**config.mk**
```make
export PLATFORM = sky130hd
export DESIGN_NAME = hsva_div
export DESIGN_NICKNAME = d
export VERILOG_FILES = /design/src/hdl/hsva_pkg.sv /design/src/hdl/hsva_div.sv
export SDC_FILE = /design/constraint.sdc
export NUM_CORES = 1
export LEC_CHECK = 0
export BUFFER_PORTS_ARGS = -buffer_cell sky130_fd_sc_hd__buf_2
export CAP_MARGIN = 20
export CORE_MARGIN = 2
export CORE_UTILIZATION = 58
export CTS_CLUSTER_DIAMETER = 100
export DETAILED_ROUTE_END_ITERATION = 12
export HOLD_SLACK_MARGIN = 0.08
export PLACE_DENSITY = 0.78
export SLEW_MARGIN = 20
export SYNTH_ARGS = -nofsm -noshare
export SYNTH_HDL_FRONTEND = slang
export SYNTH_SLANG_ARGS = --single-unit
```
**constraint.sdc**
```tcl
create_clock -name clk -period 9.35 [get_ports clk]
set_input_delay 1.4025 -clock clk [delete_from_list [all_inputs] [get_ports clk]]
set_output_delay 1.4025 -clock clk [all_outputs]
set_load 0.01 [all_outputs]
```
**src/hdl/hsva_pkg.sv**
```systemverilog
// Shared widths, register indexes and divider sizing for the HSV pixel adjuster.
`timescale 1ns / 1ps

package hsva_pkg;

	// Color components are unsigned 16-bit fixed point, 65535 = 1.0.
	localparam int CHAN_W     = 16;
	localparam int PIX_W      = 3 * CHAN_W;
	localparam int DELTA_W    = 17;

	// Configuration port.
	localparam int CFG_IDX_W  = 8;
	localparam int CFG_DATA_W = 17;

	localparam logic [CFG_IDX_W-1:0] REG_ADJUST_ENABLE = 8'd0;
	localparam logic [CFG_IDX_W-1:0] REG_HUE_SHIFT     = 8'd1;
	localparam logic [CFG_IDX_W-1:0] REG_SAT_DELTA     = 8'd2;
	localparam logic [CFG_IDX_W-1:0] REG_VAL_DELTA     = 8'd3;

	// Hue numerator reaches 6 * chroma, which needs 19 bits.
	localparam int HUE_NUM_W  = 19;

	// Pipelined restoring divider: quotient bits, bits per stage, stages.
	localparam int DIV_QW     = 18;
	localparam int DIV_BPS    = 3;
	localparam int DIV_NS     = DIV_QW / DIV_BPS;

	// Back conversion scale 65535 * 65536 and its rounding half.
	localparam logic [31:0] K_FULL = 32'hFFFF_0000;
	localparam logic [47:0] K_HALF = 48'h0000_7FFF_8000;
	localparam logic [31:0] P_HALF = 32'd32767;

endpackage

```
**src/hdl/hsva_div.sv**
```systemverilog
// Pipelined restoring divider, a fixed number of quotient bits per stage.
`timescale 1ns / 1ps

module hsva_div #(
	parameter int DW  = hsva_pkg::CHAN_W,
	parameter int QW  = hsva_pkg::DIV_QW,
	parameter int BPS = hsva_pkg::DIV_BPS,
	localparam int NS = QW / BPS,
	localparam int WW = DW + QW
) (
	input  logic          clk,
	input  logic [NS-1:0] en,
	input  logic [WW-1:0] dividend,
	input  logic [DW-1:0] divisor,
	output logic [QW-1:0] quotient
);

	// The upper DW bits of the dividend must be below the divisor, so the
	// quotient fits in QW bits.
	function automatic logic [WW-1:0] div_step(input logic [WW-1:0] w,
	                                           input logic [DW-1:0] dv);
		logic [DW:0] trial;
		logic [DW:0] diff;
		trial = w[WW-1:QW-1];
		diff  = trial - {1'b0, dv};
		if (trial >= {1'b0, dv}) begin
			div_step = {diff[DW-1:0], w[QW-2:0], 1'b1};
		end else begin
			div_step = {trial[DW-1:0], w[QW-2:0], 1'b0};
		end
	endfunction

	logic [WW-1:0] w_s  [NS];
	logic [DW-1:0] dv_s [NS-1];

	for (genvar k = 0; k < NS; k++) begin : g_stage
		logic [WW-1:0] w_in;
		logic [WW-1:0] w_nxt;
		logic [DW-1:0] dv_in;

		if (k == 0) begin : g_first
			assign w_in  = dividend;
			assign dv_in = divisor;
		end else begin : g_next
			assign w_in  = w_s[k-1];
			assign dv_in = dv_s[k-1];
		end

		always_comb begin
			w_nxt = w_in;
			for (int i = 0; i < BPS; i++) begin
				w_nxt = div_step(w_nxt, dv_in);
			end
		end

		always_ff @(posedge clk) begin
			if (en[k]) begin
				w_s[k] <= w_nxt;
			end
		end

		if (k < NS - 1) begin : g_dv
			always_ff @(posedge clk) begin
				if (en[k]) begin
					dv_s[k] <= dv_in;
				end
			end
		end
	end

	assign quotient = w_s[NS-1][QW-1:0];

endmodule

```
==> results.sh <==
export IMPL_maxSlewHeadroom_pct=39.30
export IMPL_setup_viol=0
export IMPL_htreeDepth=1
export IMPL_maxCapViolations=0
export IMPL_r2r_start="dv_s[0][1]"
export IMPL_drive_gt1_share_pct=13.26
export IMPL_ys_warn_count=0
export IMPL_final_period_utilization_pct=94.51
export IMPL_pre_cts_ws_ns=-0.07565
export IMPL_placed_area_sq_um=25120
export IMPL_path_max_fanout=18
export IMPL_coreArea_sq_um=40740
export IMPL_syn_nets=2825
export IMPL_r2r_end="w_s[1][31]"
export IMPL_numClockSinks=268
export IMPL_final_setup_worst_slack_ns=0.5131
export IMPL_wl_per_cell_microns=20.59
export IMPL_cp_slowest_cell="edfxtp_1"
export IMPL_startpoint_type="flop"
export IMPL_max_stage_delay_ns=0.48
export IMPL_hold_violations=0
export IMPL_ant_nets=0
export IMPL_clockBufferDepth=3
export IMPL_portBuffers=74
export IMPL_rows=74
export IMPL_die_w_microns=207.1
export IMPL_clk_pin_slew_ns=0.06
export IMPL_grt_usage_pct=29.35
export IMPL_ys_seq_area_share_pct=33.63
export IMPL_synth_flop_cell="edfxtp_1"
export IMPL_vias=19483
export IMPL_yosysTopAreaCell="edfxtp_1"
export IMPL_synth_area_leaders="edfxtp_1 34%, ha_1 15%, mux2_2 4.8%, xnor2_1 4.7%, a21oi_1 4.0%"
export IMPL_grt_antenna_before_repair=0
export IMPL_cts_tree="yes"
export IMPL_syn_to_final_growth_pct=9.669
export IMPL_synth_common_cells="288 x ha_1, 268 x edfxtp_1, 205 x inv_1"
export IMPL_yosysUniqueCellTypes=86
export IMPL_stdcell_area_sq_um=26240
export IMPL_synth_edf_count=268
export IMPL_status="completed"
export IMPL_worstPathArrival_ns=9.14
export IMPL_drc_errors=0
export IMPL_die_h_microns=207.1
export IMPL_die_area_sq_um=42890
export IMPL_cp_depth=30
export IMPL_dp_hpwl_microns=50990
export IMPL_slew_viol_final=0
export IMPL_worstSetupEndpointType="flop"
export IMPL_max_freq_mhz=113.2
export IMPL_finalNetCount=2941
export IMPL_worstHoldPathType="flop to flop"
export IMPL_diodes=0
export IMPL_grt_ovfl_total=0
export IMPL_syn_inst=2463
export IMPL_drt_iter0_drc=1383
export IMPL_cts_made_buffers=31
export IMPL_grt_pass1_vias=19236
export IMPL_start_util_pct=58.73
export IMPL_clock_skew_final_ns=0.01359
export IMPL_critPathKind="flop to flop"
export IMPL_grt_max_degree=51
export IMPL_synth_top_area_share_pct=33.63
export IMPL_wirelength_microns=64520
export IMPL_io_pins=75
export IMPL_fin_util_pct=64.41
export IMPL_synth_seq_cells=268
export IMPL_finalSetupTns_ns=0
export IMPL_syn_avg_cell_area_sq_um=9.714
export IMPL_synth_area_sq_um=23930
export IMPL_rrSetupSlack_ns=0.51
export IMPL_worst_pin_slew_ns=0.9066
export IMPL_grt_pass1_wl_microns=100900
export IMPL_gp_congestion=0.9383
export IMPL_fin_crit_ns=8.837
export IMPL_worst_r2r_cell_count=30
export IMPL_cp_top_family="compound AO/OA/AOI/OAI gates"
export IMPL_required_ns=9.66
export IMPL_insertion_delay_ns=0.58
export IMPL_drt_pass1_iter_count=7
export IMPL_hold_path_endpoint="w_s[4][14]"
export IMPL_cp_num_buf_inv=4
export IMPL_async_reset_ff_share_pct=0
export IMPL_rsz0062_at_grt="false"
export IMPL_via_per_inst=6.217
export IMPL_nFillCells=3372
export IMPL_cp_common_cell="a21oi_1"
export IMPL_synthMostInstantiatedCell="ha_1"
export IMPL_whs_path_depth=0
export IMPL_root_buffer="clkbuf_16"
export IMPL_hp_start="w_s[3][11]"
[worst max path at each step]
stage	end	from
finish	w_s[1][31]	dv_s[0][1]
global route	w_s[1][20]	dv_s[0][1]
CTS	w_s[3][24]	dv_s[0][33]
detailed placement	w_s[0][33]	divisor[11]
global placement	w_s[0][33]	divisor[11]
floorplan	w_s[0][30]	divisor[12]
[per-layer routing]
layer / vias to the layer above / wire [microns] / GRT usage, %
li1: 9422 / - / -
met1: 9246 / 27050 / 37.24
met2: 652 / 30920 / 50.91
met3: 163 / 3707 / 3.244
met4: 0 / 2848 / 12.32
met5: - / 0 / 0
[what timing repair did]
action / 4_1_cts / 5_1_grt
endpoints found under the hold margin: 0 / 0
setup endpoints to repair: 0 / 45
resized for setup: 0 / 6
buffers inserted: 0 / 6
hold buffers: 0 / 0
[sequential cells by signal, summed over array words and instances (netlist names)]
| register | count |
|---|---|
| dv_s | 80 |
| w_s | 188 |
[final cells by class]
| class | instances | area (sq um) | share of cell area [%] |
|---|---|---|---|
| multi-input cells | 1941 | 14910 | 56.84 |
| flip-flops and latches | 268 | 8048 | 30.67 |
| clock buffers | 37 | 798.3 | 3.042 |
| repair buffers | 129 | 783.3 | 2.985 |
| inverters | 208 | 780.7 | 2.975 |
| well taps | 532 | 665.6 | 2.537 |
| clock inverters | 19 | 250.2 | 0.9537 |
[kinds of logic after synthesis]
family / count (synthesis) / share of synthesized area (%)
AOI/OAI and AO/OA: 680 / 18.84
and+or+nand+nor: 598 / 12.27
adders and majority gates: 305 / 16.48
DFF: 268 / 33.63
buffers and inverters: 254 / 4.147
xor gates and xnor gates: 202 / 7.394
muxes: 156 / 7.227
[through the flow]
stage	cells	hold slack (ns)
2_1_floorplan	2463	0.4003
3_3_place_gp	3072	0.4011
3_5_place_dp	3072	0.4045
4_1_cts	3128	0.4162
5_1_grt	3134	0.4208
6_report	3134	0.4162
[layout by cell type, fill, tap and decap left out, types with 43 or more instances in the layout]
cell type and instances:
ha_1 288, edfxtp_1 268, inv_1 204, a21oi_1 189
nor2_1 185, o21ai_0 145, xnor2_1 128, nand2_1 118
mux2_2 101, a21o_1 75, xor2_1 74, buf_2 74
buf_4 55, nand3_1 51, nor3_1 48, mux2i_1 46
nor2b_1 43, o21a_1 43
Power is left out: the tool's default activity adds up to more than one toggle a clock period on the data nets, which glitch-free logic cannot reach.
